### config.mk
export PLATFORM = sky130hd
export DESIGN_NAME = bhsf_ctrl
export DESIGN_NICKNAME = d
export VERILOG_FILES = /design/src/rtl/core/bhsf_pkg.sv /design/src/rtl/core/bhsf_ctrl.sv
export SDC_FILE = /design/constraint.sdc
export NUM_CORES = 1
export LEC_CHECK = 0
export BUFFER_PORTS_ARGS = -buffer_cell sky130_fd_sc_hd__buf_2
export CAP_MARGIN = 20
export CORE_AREA = 2 2 39 41
export DETAILED_ROUTE_END_ITERATION = 12
export DIE_AREA = 0 0 41 43
export PLACE_DENSITY = 0.42
export SYNTH_ARGS = -nofsm -noshare
export SYNTH_HDL_FRONTEND = slang
export SYNTH_SLANG_ARGS = --single-unit
### constraint.sdc
create_clock -name clk_i -period 1.2 [get_ports clk_i]
set_input_delay 0.12 -clock clk_i [delete_from_list [all_inputs] [get_ports clk_i]]
set_output_delay 0.12 -clock clk_i [all_outputs]
set_load 0.005 [all_outputs]
### src/rtl/core/bhsf_pkg.sv
// Shared types, constants and mask helpers for the span fill core.
`default_nettype none

package bhsf_pkg;

  // Default framebuffer geometry
  localparam int DEF_MAX_WIDTH_PIXELS = 256;
  localparam int DEF_MAX_HEIGHT_ROWS  = 256;

  // Field and register widths
  localparam int COL_W       = 8;
  localparam int ROW_W       = 8;
  localparam int RADDR_W     = 13;
  localparam int DATA_W      = 8;
  localparam int RB_W        = 6;
  localparam int ROWS_W      = 9;
  localparam int CFG_W       = 9;
  localparam int CFG_IDX_W   = 1;
  localparam int BYTE_IDX_W  = COL_W - 3;
  localparam int DRAW_ADDR_W = ROW_W + RB_W;

  localparam logic [RB_W-1:0]   RB_RESET   = RB_W'(4);
  localparam logic [ROWS_W-1:0] ROWS_RESET = ROWS_W'(32);
  localparam int RB_LIMIT   = (1 << RB_W) - 1;
  localparam int ROWS_LIMIT = (1 << ROWS_W) - 1;

  localparam logic [DATA_W-1:0] FULL_BYTE = 8'hff;

  // Register indexes
  localparam logic [CFG_IDX_W-1:0] CFG_ROW_BYTES   = 1'b0;
  localparam logic [CFG_IDX_W-1:0] CFG_ROWS_IN_USE = 1'b1;

  // Item kinds
  localparam logic KIND_DRAW = 1'b0;
  localparam logic KIND_READ = 1'b1;

  typedef enum logic [2:0] {
    ST_CLEAR,
    ST_IDLE,
    ST_CHECK,
    ST_FILL,
    ST_DRAIN,
    ST_DONE
  } bhsf_state_e;

  typedef struct packed {
    logic clear;
    logic load_item;
    logic check;
    logic fill;
    logic load_out;
  } bhsf_cmd_t;

  typedef struct packed {
    logic kind_read;
    logic err;
    logic fill_last;
    logic clr_last;
  } bhsf_sts_t;

  // Pixels from column bit upward within the first byte
  function automatic logic [DATA_W-1:0] start_mask(input logic [2:0] bit_i);
    start_mask = FULL_BYTE << bit_i;
  endfunction

  // Pixels up to and including column bit within the last byte
  function automatic logic [DATA_W-1:0] end_mask(input logic [2:0] bit_i);
    end_mask = FULL_BYTE >> (~bit_i);
  endfunction

endpackage

`default_nettype wire

### src/rtl/core/bhsf_ctrl.sv
// Sequencer for clear, range check, byte fill and result hand-off.
`default_nettype none

module bhsf_ctrl import bhsf_pkg::*; (
  input  wire logic      clk_i,
  input  wire logic      rst_ni,
  input  wire logic      in_valid_i,
  output logic           in_stall_o,
  output logic           out_valid_o,
  input  wire logic      out_stall_i,
  input  wire bhsf_sts_t sts_i,
  output bhsf_cmd_t      cmd_o
);

  bhsf_state_e state_q, state_d;
  logic        out_valid_q, out_valid_d;
  logic        out_free;

  assign out_free = !out_valid_q || !out_stall_i;

  always_comb begin
    state_d = state_q;
    unique case (state_q)
      ST_CLEAR: if (sts_i.clr_last) state_d = ST_IDLE;
      ST_IDLE:  if (in_valid_i) state_d = ST_CHECK;
      ST_CHECK: begin
        if (!sts_i.kind_read && !sts_i.err) state_d = ST_FILL;
        else state_d = ST_DONE;
      end
      ST_FILL:  if (sts_i.fill_last) state_d = ST_DRAIN;
      ST_DRAIN: state_d = ST_DONE;
      ST_DONE:  if (out_free) state_d = ST_IDLE;
      default:  state_d = ST_IDLE;
    endcase
  end

  always_comb begin
    cmd_o           = '0;
    cmd_o.clear     = (state_q == ST_CLEAR);
    cmd_o.load_item = (state_q == ST_IDLE) && in_valid_i;
    cmd_o.check     = (state_q == ST_CHECK);
    cmd_o.fill      = (state_q == ST_FILL);
    cmd_o.load_out  = (state_q == ST_DONE) && out_free;
  end

  always_comb begin
    if (cmd_o.load_out) out_valid_d = 1'b1;
    else if (out_stall_i) out_valid_d = out_valid_q;
    else out_valid_d = 1'b0;
  end

  always_ff @(posedge clk_i or negedge rst_ni) begin
    if (!rst_ni) begin
      state_q     <= ST_CLEAR;
      out_valid_q <= 1'b0;
    end else begin
      state_q     <= state_d;
      out_valid_q <= out_valid_d;
    end
  end

  assign in_stall_o  = (state_q != ST_IDLE);
  assign out_valid_o = out_valid_q;

  a_accept_to_check: assert property (@(posedge clk_i) disable iff (!rst_ni)
    (in_valid_i && !in_stall_o) |=> (state_q == ST_CHECK))
    else $error("accepted item did not move to range check");

  a_drain_to_done: assert property (@(posedge clk_i) disable iff (!rst_ni)
    (state_q == ST_DRAIN) |=> (state_q == ST_DONE))
    else $error("drain did not finish in one cycle");

  a_result_from_done: assert property (@(posedge clk_i) disable iff (!rst_ni)
    $rose(out_valid_o) |-> ($past(state_q) == ST_DONE))
    else $error("result raised outside of done state");

endmodule

`default_nettype wire

After elaboration in Yosys (flattened, before gate mapping) --
Index checks and enable logic that the tools add are counted.
Operators by class: eq/ne operators 11, multiplexer cells 8, reductions and logical operators 10
Operator list (number):
- 3-bit one-hot mux with 6 select lines | 1
- 3-bit two-way mux | 5
- 2-bit != test (second input constant) | 4
- 3-bit by 2-bit equality test with 1-bit output (second input constant) | 2
- 3-bit equality test (second input constant) | 2
- 1-bit zero test | 4
- 4-bit AND reduction | 1
- 3-bit by 1-bit equality test with 1-bit output (second input constant) | 1
- 1-bit logical AND | 3
- 3-bit zero test | 1
- 3-bit by 1-bit != test with 1-bit output (second input constant) | 1
- 1-bit two-way mux | 2
- 2-bit by 1-bit != test with 1-bit output (second input constant) | 1
- 1-bit logical OR | 1
Word-level totals: logic and storage cells 31, bits of input ports 8, register bits after elaboration 4

Logic depth before layout (Yosys ltp) --
Gate-level depths: netlist of run 1.
word-level depth 4, gate-level depth with buffers 4, depth with buffers taken out 3

Worst setup path after synthesis of run 1 --
Ideal clock, no wire load.
path type register to output, start register state_q[1], end output port cmd_o[0] (netlist name), slack 0.168 ns, required time 1.080 ns, path buffers 2, arrival time 0.912 ns, stages on the path, launching flop included 5, cells stage by stage dfrtp_1 -> buf_2 -> nand3b_1 -> a21oi_1 -> buf_4
RTL lines:
- start: declaration | RTL line bhsf_ctrl.sv:15 | bhsf_state_e state_q, state_d;
- start signal: assignment | RTL line bhsf_ctrl.sv:57 | state_q <= state_d;
- end: declaration | RTL line bhsf_ctrl.sv:12 | output bhsf_cmd_t cmd_o

==> results of run 1 <==
==> cell families (layout without fill, tap and decap cells) <==
kind of cell           Yosys count  count (layout)  synth area share, %
AND/OR/NAND/NOR                 13              13                28.99
buffers and inverters            4              24                9.660
flip-flops                       4               4                38.65
multiplexers                     1               1                3.865
AO/OA/AOI/OAI                    7               7                18.84
==> power groups by stage <==
stage / sequential [mW] / clock [mW] / combinational, mW
6_report: 0.300 / 0.166 / 0.567
2_1_floorplan: 0.234 / 0 / 0.340
3_5_place_dp: 0.342 / 0 / 0.336
4_1_cts: 0.319 / 0.175 / 0.456
3_3_place_gp: 0.338 / 0 / 0.338
5_1_grt: 0.310 / 0.183 / 0.629
==> worst max-delay path, stage by stage, from the launching register on <==
cell and delay (ns):
dfrtp_2 0.40, buf_4 0.15, and3b_1 0.15, buf_2 0.12
==> how the worst max path moves through the flow <==
stage,start,to,slack [ns],cells past startpoint
after floorplan,state_q[1],cmd_o[0],0.17,4
after global placement,state_q[0],state_q[1],0.08,2
after detailed placement,state_q[0],state_q[1],0.09,2
after CTS,state_q[0],cmd_o[0],-0.003,3
after global routing,state_q[1],cmd_o[0],-0.03,3
final,state_q[1],cmd_o[1],0.02,3
==> layout by cell type (no fill, tap or decap), types with 2 or more instances in the layout <==
master and instances:
a21oi_1 3, buf_2 14, buf_4 6, clkbuf_4 3, dfrtp_2 3, nand2_1 5, nor3_2 2
==> per-layer routing <==
layer / track usage [%] / routed length (um) / vias to the layer above / part of all wire (%)
met3: 4.712 / 38 / 2 / 5.8
li1: - / - / 140 / -
met1: 9.804 / 287 / 124 / 44
met4: 6.000 / 19 / 0 / 2.9
met5: 0 / 0 / - / 0
met2: 12.50 / 308 / 10 / 47
==> final cells by class <==
| type | instances | area (um2) | share of cell area (%) |
|---|---|---|---|
| multi-input combinational | 21 | 153.9 | 36.18 |
| timing repair buffer | 21 | 125.1 | 29.41 |
| sequential | 4 | 103.9 | 24.41 |
| clock buffer | 3 | 22.52 | 5.294 |
| tap | 16 | 20.02 | 4.706 |
==> sequential cells by signal, indices dropped and copies added (netlist names) <==
signal and count:
state_q 3, out_valid_o 1
==> cells in the mapped netlist <==
cell type | instances | area, um2
a21o_1 | 1 | 7.510
dfrtp_1 | 4 | 100.1
and3b_1 | 1 | 8.760
o21ai_1 | 1 | 5.000
nor2_1 | 1 | 3.750
nand2b_1 | 1 | 6.260
o21ai_0 | 1 | 5.000
buf_4 | 2 | 15.01
o311ai_2 | 1 | 16.27
nand2_1 | 5 | 18.77
a21oi_1 | 3 | 15.01
nor3b_1 | 1 | 7.510
mux2i_1 | 1 | 10.01
nand3b_1 | 1 | 7.510
nor3_1 | 2 | 10.01
nor3b_2 | 1 | 12.51
buf_2 | 2 | 10.01
==> stage by stage <==
step	worst slack (ns)	instance area (um2)	power [mW]	TNS [ns]
after global placement	0.08268	324.1	0.6761	0
final	0.02025	425.4	1.033	0
after detailed placement	0.09281	324.1	0.6772	0
after global routing	-0.02792	425.4	1.122	-0.09939
after CTS	-0.002926	387.9	0.9500	-0.002926
after floorplan	0.1677	259.0	0.5736	0
==> what timing repair did <==
item,4_1_cts,5_1_grt
setup buffers,3,3
resized for setup,4,2
pin swaps,1,1
endpoints found under the hold margin,4,0
hold buffers,1,0
setup endpoints to repair,5,6
==> results.toml, run 1 <==
[grt]
track_usage_pct = 8.880
grt_pass1_wl_um = 979
grt_start_max_net_pins = 13
antenna_found_initial = 0
grt_remaining_overflow = 0
grt_pass1_vias = 240

[route]
dr.pass1.iters = 2
drc = 0
ant_nets = 0
drt-total-wl_um = 653
drt_iter0_markers = 2
avgViaCountPerCell = 4.246
wl_per_cell_um = 10.05
vias = 276

[worst_hold_path]
min_to = "out_valid_o"
hold_class = "in2reg"
hold_start = "out_stall_i"
hold_depth = 3

[setup_path]
critical_path_class = "reg2out"
cp-end-kind = "output port"
reg2reg_slack_ns = 0.03
critPathMaxFanout = 4
r2r_start = "state_q[0]"
r2r_end = "state_q[1]"
worstPathRequired_ns = 1.08
worst_ep_arrival_time_ns = 1.06
start_kind = "register"
reg2reg_depth = 3

[sta]
clock.fmax_mhz = 847.6
finClkSkew_ns = 0.001461
final_min_period_over_clock_period_pct = 98.31
slew_headroom_pct = 85.64
fin_crit_ns = 1.180
final_hold_viol_count = 0
setup_viol = 0
drv_slew = 0
rsz0062_at_grt = "true"
hold_ws_ns = 0.1281
worst_pin_slew_ns = 0.2149

[pwr]
peakVddDrop_mv = 0.7271
p_per_area_mw_per_mm2 = 2427
p_switching_uw = 389.8
sw_frac_of_total_pct = 37.75
seq_power_share_pct = 29.0
clkPwrFrac_pct = 16.1
combPwrFrac_pct = 54.9
internal_power_uw = 642.7
p_leak_nw = 0.2146

[clock_tree]
root_buffer = "clkbuf_4"
cts_tree = "yes"
numClockSinks = 4
clk_pin_slew_ns = 0.04
clock_latency_ns = 0.24
cts-buffers-inserted = 3
htreeDepth = 1
clockBufferDepth = 2

[logic_synthesis]
syn_inst = 29
synth-seq-cells = 4
synth_area_um2 = 259.0
synth_cell_types = 17
synth_nets = 37
synth-seq-area-share_pct = 38.65
yosysWarnings = 0
synth.avg_cell_area_um2 = 8.931

[cells_and_area]
fillers = 160
drive_above_1_share_pct = 61.22
area_growth_pct = 64.25
nNetsFinal = 59
finalNonFillerCells = 65
num_antenna_cells = 0
fin_util_pct = 30.74

[die]
die_y_um = 43
ios = 15
die_w_um = 41
row_count = 14
initial_core_util_pct = 18.72
dieArea_mm2 = 0.001763
core_region_area_mm2 = 0.001384

[placement]
io_buffer_count = 14
dp_cells = 55
gp_congestion = 0.6393

[status]
outcome = "completed"

[flow_run]
cap_violations = 0
Power figures use the tool's default switching activity.
==> run 2: changes to the inputs <==
--- a/config.mk
+++ b/config.mk
@@ -10,7 +10,7 @@
 export CORE_AREA = 2 2 39 41
 export DETAILED_ROUTE_END_ITERATION = 12
 export DIE_AREA = 0 0 41 43
-export PLACE_DENSITY = 0.42
+export PLACE_DENSITY = 0.43
 export SYNTH_ARGS = -nofsm -noshare
 export SYNTH_HDL_FRONTEND = slang
 export SYNTH_SLANG_ARGS = --single-unit
==> constraint.sdc (replaced) <==
create_clock -name clk_i -period 1 [get_ports clk_i]
set_input_delay 0.1 -clock clk_i [delete_from_list [all_inputs] [get_ports clk_i]]
set_output_delay 0.1 -clock clk_i [all_outputs]
set_load 0.005 [all_outputs]
==> results.toml, run 2 (synthesis results as in run 1) <==
[status]
outcome = "complete, but fails checks"
violations = "negative setup slack"

[cells_and_area]
drive_above_1_share_pct = 63.27
regMostFlops = "state_q"
nNetsFinal = 59
final_common_cell = "buf_2"
fin_area_um2 = 460.4
num_antenna_cells = 0
largest_reg_flops = 3
layout_common_cells = "14 x buf_2, 5 x nand2_1, 3 x clkbuf_4"
finalNonFillerCells = 65
area_growth_pct = 77.78

[setup_path]
reg2reg_slack_ns = -0.08
worst_path_max_delay_cell = "dfrtp_2"
worst_ep_arrival_time_ns = 1.08
critPathMaxFanout = 6
start_kind = "register"
r2r_end = "state_q[1]"
critical-path-max-stage-delay_ns = 0.44
critical_path_class = "reg2out"
crit_cells = 3
cp-end-kind = "output port"
worstPathRequired_ns = 0.90
path_cells = "buf_6, and3b_1, buf_2"
cpLargestDelayFamily = "flip-flops"
path_buf_inv = 2
r2r_start = "state_q[0]"
reg2reg_depth = 3

[sta]
drv_slew = 0
rsz0062_at_grt = "true"
setup_viol = 8
worst_pin_slew_ns = 0.2305
slew_headroom_pct = 84.60
fin_crit_ns = 1.178
final_min_period_over_clock_period_pct = 117.8
fin_ws_ns = -0.1780
clock.fmax_mhz = 848.9
final_hold_viol_count = 0
finClkSkew_ns = 0.001941

[placement]
pre_cts_slack_ns = -0.04620
dp_cells = 57
placed_cell_area_um2 = 351.6
dp_hpwl_um = 427.8
io_buffer_count = 14
gp_congestion = 0.6976

[die]
initial_core_util_pct = 18.72
die_w_um = 41
dieArea_mm2 = 0.001763
core_region_area_mm2 = 0.001384
row_count = 14
ios = 15
die_y_um = 43

[route]
wl_per_cell_um = 9.754
drt_iter0_markers = 4
dr.pass1.iters = 2
vias = 264
drt-total-wl_um = 634
avgViaCountPerCell = 4.062
ant_nets = 0
drc = 0

[pwr]
internal_power_uw = 871.1
sw_frac_of_total_pct = 36.15
peakVddDrop_mv = 1.285
p_switching_uw = 493.2
clkPwrFrac_pct = 14.5
p_per_area_mw_per_mm2 = 2963
seq_power_share_pct = 25.7
combPwrFrac_pct = 59.7
p_leak_nw = 0.2306

[clock_tree]
clk_pin_slew_ns = 0.04
cts_tree = "yes"
cts-buffers-inserted = 3
clockBufferDepth = 2
htreeDepth = 1
numClockSinks = 4
clock_latency_ns = 0.23
root_buffer = "clkbuf_4"

[grt]
grt_pass1_vias = 256
grt_remaining_overflow = 0
track_usage_pct = 9.557
grt_start_max_net_pins = 10
antenna_found_initial = 0
grt_pass1_wl_mm = 1.076

[flow_run]
cap_violations = 0

[worst_hold_path]
hold_class = "in2reg"
min_to = "out_valid_o"
hold_depth = 3
hold_start = "out_stall_i"
[run 2: changes by cell type in the layout (fill, tap and decap cells not counted), moves of 2 or more]
cell    before  now
buf_4        6    2
buf_6        0    2
nor3_1       0    2
nor3_2       2    0
[run 2: worst min-delay path, cell delays in order]
cell	delay (ns)
buf_2	0.09
nand2_1	0.06
nand2_1	0.05
[run 2: timing repair]
item,in CTS,in global routing
buffers inserted,2,2
pin swaps,2,1
endpoints found under the setup margin,8,9
endpoints found under the hold margin,4,0
hold buffers,1,0
gates resized for setup,6,5
[run 2: worst max-delay path by stage]
stage	from	endpoint	slack, ns
after floorplan	state_q[1]	cmd_o[0]	0.006
after global placement	state_q[0]	state_q[1]	-0.05
after detailed placement	state_q[0]	state_q[1]	-0.05
after CTS	state_q[0]	cmd_o[1]	-0.18
after global routing	state_q[1]	cmd_o[0]	-0.23
final	state_q[0]	cmd_o[1]	-0.18
[run 2: metal layers]
layer | track usage (%) | vias up | wire [um] | part of all wire [%]
li1 | - | 139 | - | -
met1 | 12.62 | 113 | 294 | 46
met2 | 10.94 | 10 | 296 | 47
met3 | 3.141 | 2 | 33 | 5.2
met4 | 10.00 | 0 | 9 | 1.4
met5 | 0 | - | 0 | 0
[run 2: power by group through the flow]
stage,Sequential (mW),Clock (mW),Combinational [mW]
5_1_grt,0.372,0.218,0.905
4_1_cts,0.358,0.208,0.693
3_3_place_gp,0.351,0,0.569
6_report,0.351,0.198,0.815
3_5_place_dp,0.354,0,0.554
2_1_floorplan,0.285,0,0.430
[run 2: metrics by stage]
stage / util, % / setup TNS (ns) / hold slack (ns) / power [mW]
final: 33.27 / -1.038 / 0.1002 / 1.364
after detailed placement: 25.41 / -0.05657 / -0.08913 / 0.9082
after CTS: 30.56 / -1.212 / 0.09412 / 1.258
after global placement: 25.41 / -0.07046 / -0.08363 / 0.9198
after global routing: 33.27 / -1.541 / 0.1172 / 1.496
after floorplan: - / 0 / -0.1956 / 0.7150
[run 2: layout make-up]
class / instances / area (um2)
tap: 16 / 20.02
timing repair buffer: 21 / 152.6
fill: 145 / 923.4
clock buffer: 3 / 22.52
sequential: 4 / 102.6
multi-input combinational: 21 / 162.7
==> run 3: changes to the inputs <==
==> constraint.sdc (replaced) <==
create_clock -name clk_i -period 1 [get_ports clk_i]
set_input_delay 0.1 -clock clk_i [delete_from_list [all_inputs] [get_ports clk_i]]
set_output_delay 0.1 -clock clk_i [all_outputs]
set_load 0.02 [all_outputs]
==> results.toml, run 3 (synthesis results as in run 1) <==
[cells_and_area]
nNetsFinal = 63
layout_common_cells = "10 x buf_4, 8 x buf_2, 6 x buf_6"
fillers = 150
drive_above_1_share_pct = 64.15
seq_area_um2 = 102.6
final_common_cell = "buf_4"
num_antenna_cells = 0
regMostFlops = "state_q"
area_growth_pct = 91.79
multi_input_area_um2 = 158.9
largest_reg_flops = 3

[status]
violations = "negative setup slack"
outcome = "complete, but fails checks"

[setup_path]
path_cells = "buf_6, nor3b_2, buf_4"
worst_path_max_delay_cell = "dfrtp_2"
critical-path-max-stage-delay_ns = 0.44
reg2reg_depth = 3
worst_ep_arrival_time_ns = 1.12
cp-end-kind = "output port"
worstPathRequired_ns = 0.90
start_kind = "register"
critPathMaxFanout = 7
critical_path_class = "reg2out"

[pwr]
peakVddDrop_mv = 1.419
p_per_area_mw_per_mm2 = 3237
p_leak_nw = 0.2462
p_total_mw = 1.608

[flow_run]
cap_violations = 0

[sta]
rsz0062_at_grt = "true"
fin_ws_ns = -0.2186
fin_crit_ns = 1.219
setup_tns_ns = -1.319
finClkSkew_ns = 0.001446
final_min_period_over_clock_period_pct = 121.9
worst_pin_slew_ns = 0.2222
clock.fmax_mhz = 820.6
hold_ws_ns = 0.1085
final_hold_viol_count = 0
slew_headroom_pct = 85.15
setup_viol = 8
drv_slew = 0

[grt]
grt_pass1_wl_mm = 1.131
antenna_found_initial = 0
grt_start_max_net_pins = 10
track_usage_pct = 9.759
grt_remaining_overflow = 0
grt_pass1_vias = 294

[worst_hold_path]
hold_depth = 3
hold_class = "in2reg"

[clock_tree]
clockBufferDepth = 2
root_buffer = "clkbuf_4"
htreeDepth = 1
clk_pin_slew_ns = 0.04
clock_latency_ns = 0.23
cts_tree = "yes"
numClockSinks = 4
cts-buffers-inserted = 3

[placement]
gp_congestion = 0.6804
io_buffer_count = 14
dp_hpwl_um = 484.4

[die]
initial_core_util_pct = 18.72
die_y_um = 43
core_region_area_mm2 = 0.001384
row_count = 14
die_w_um = 41
ios = 15
dieArea_mm2 = 0.001763

[route]
dr.pass1.iters = 4
wl_per_cell_um = 9.899
ant_nets = 0
vias = 285
drc = 0
avgViaCountPerCell = 4.130
drt-total-wl_um = 683
drt_iter0_markers = 4
run 3: cell count changes in the layout (fill, tap and decap cells not counted):
cell,change
buf_6,+4
buf_12,-1
nand2b_4,-1
nand2b_1,+1
a21oi_2,-1
buf_4,+8
nor3_2,+2
a21oi_1,+1
nor2_2,-1
buf_8,-1
buf_2,-6
nor3_1,-2
nor2_1,+1
run 3: worst paths after layout:
| path | to | slack (ns) | start |
|---|---|---|---|
| worst min-delay path | out_valid_o | 0.11 | out_stall_i |
| worst max register to register | state_q[1] | -0.09 | state_q[0] |
| min in group asynchronous | state_q[1] | 0.21 | rst_ni |
| max in group asynchronous | state_q[2] | 0.66 | rst_ni |
| worst max-delay path | cmd_o[2] | -0.22 | state_q[0] |
| worst min register to register | out_valid_o | 0.51 | out_valid_o |
run 3: critical path: cells and delay by family, from the launching register on:
family,cells,cell delay [ns]
buffers and inverters,2,0.30
flip-flops,1,0.44
AND/OR/NAND/NOR,1,0.14
run 3: where the power goes:
group / switching [mW] / leakage [nW] / internal, mW
Clock: 0.0655 / 0.0138 / 0.134
Sequential: 0.0931 / 0.0475 / 0.245
Combinational: 0.484 / 0.185 / 0.586
run 3: per-layer routing:
layer | up-vias | part of all wire [%] | GRT usage [%]
met5 | - | 0 | 0
met4 | 0 | 0 | 8.000
met3 | 0 | 5.1 | 2.094
met2 | 8 | 54 | 14.06
met1 | 130 | 41 | 11.65
li1 | 147 | - | -
run 3: layout make-up:
type	instances	share of cell area, %
clock buffer	3	4.534
multi-input combinational	21	31.99
sequential	4	20.65
tap	16	4.030
timing repair buffer	25	38.79
run 3: through the flow:
| stage | cells | util [%] | setup WS [ns] | area (um2) |
|---|---|---|---|---|
| after CTS | 69 | 35.90 | -0.2376 | 496.7 |
| after floorplan | 29 | - | -0.03046 | 280.3 |
| after global routing | 69 | 35.90 | -0.2926 | 496.7 |
| final | 69 | 35.90 | -0.2186 | 496.7 |
| after global placement | 62 | 28.30 | -0.04366 | 391.6 |
| after detailed placement | 62 | 28.30 | -0.05283 | 391.6 |
run 3: timing repair:
action                     CTS  global route
resized for setup           15             0
buffers inserted             3             0
pin swaps                    4             1
hold buffers                 1             0
setup endpoints to repair    8             8
hold endpoints to repair     4             0
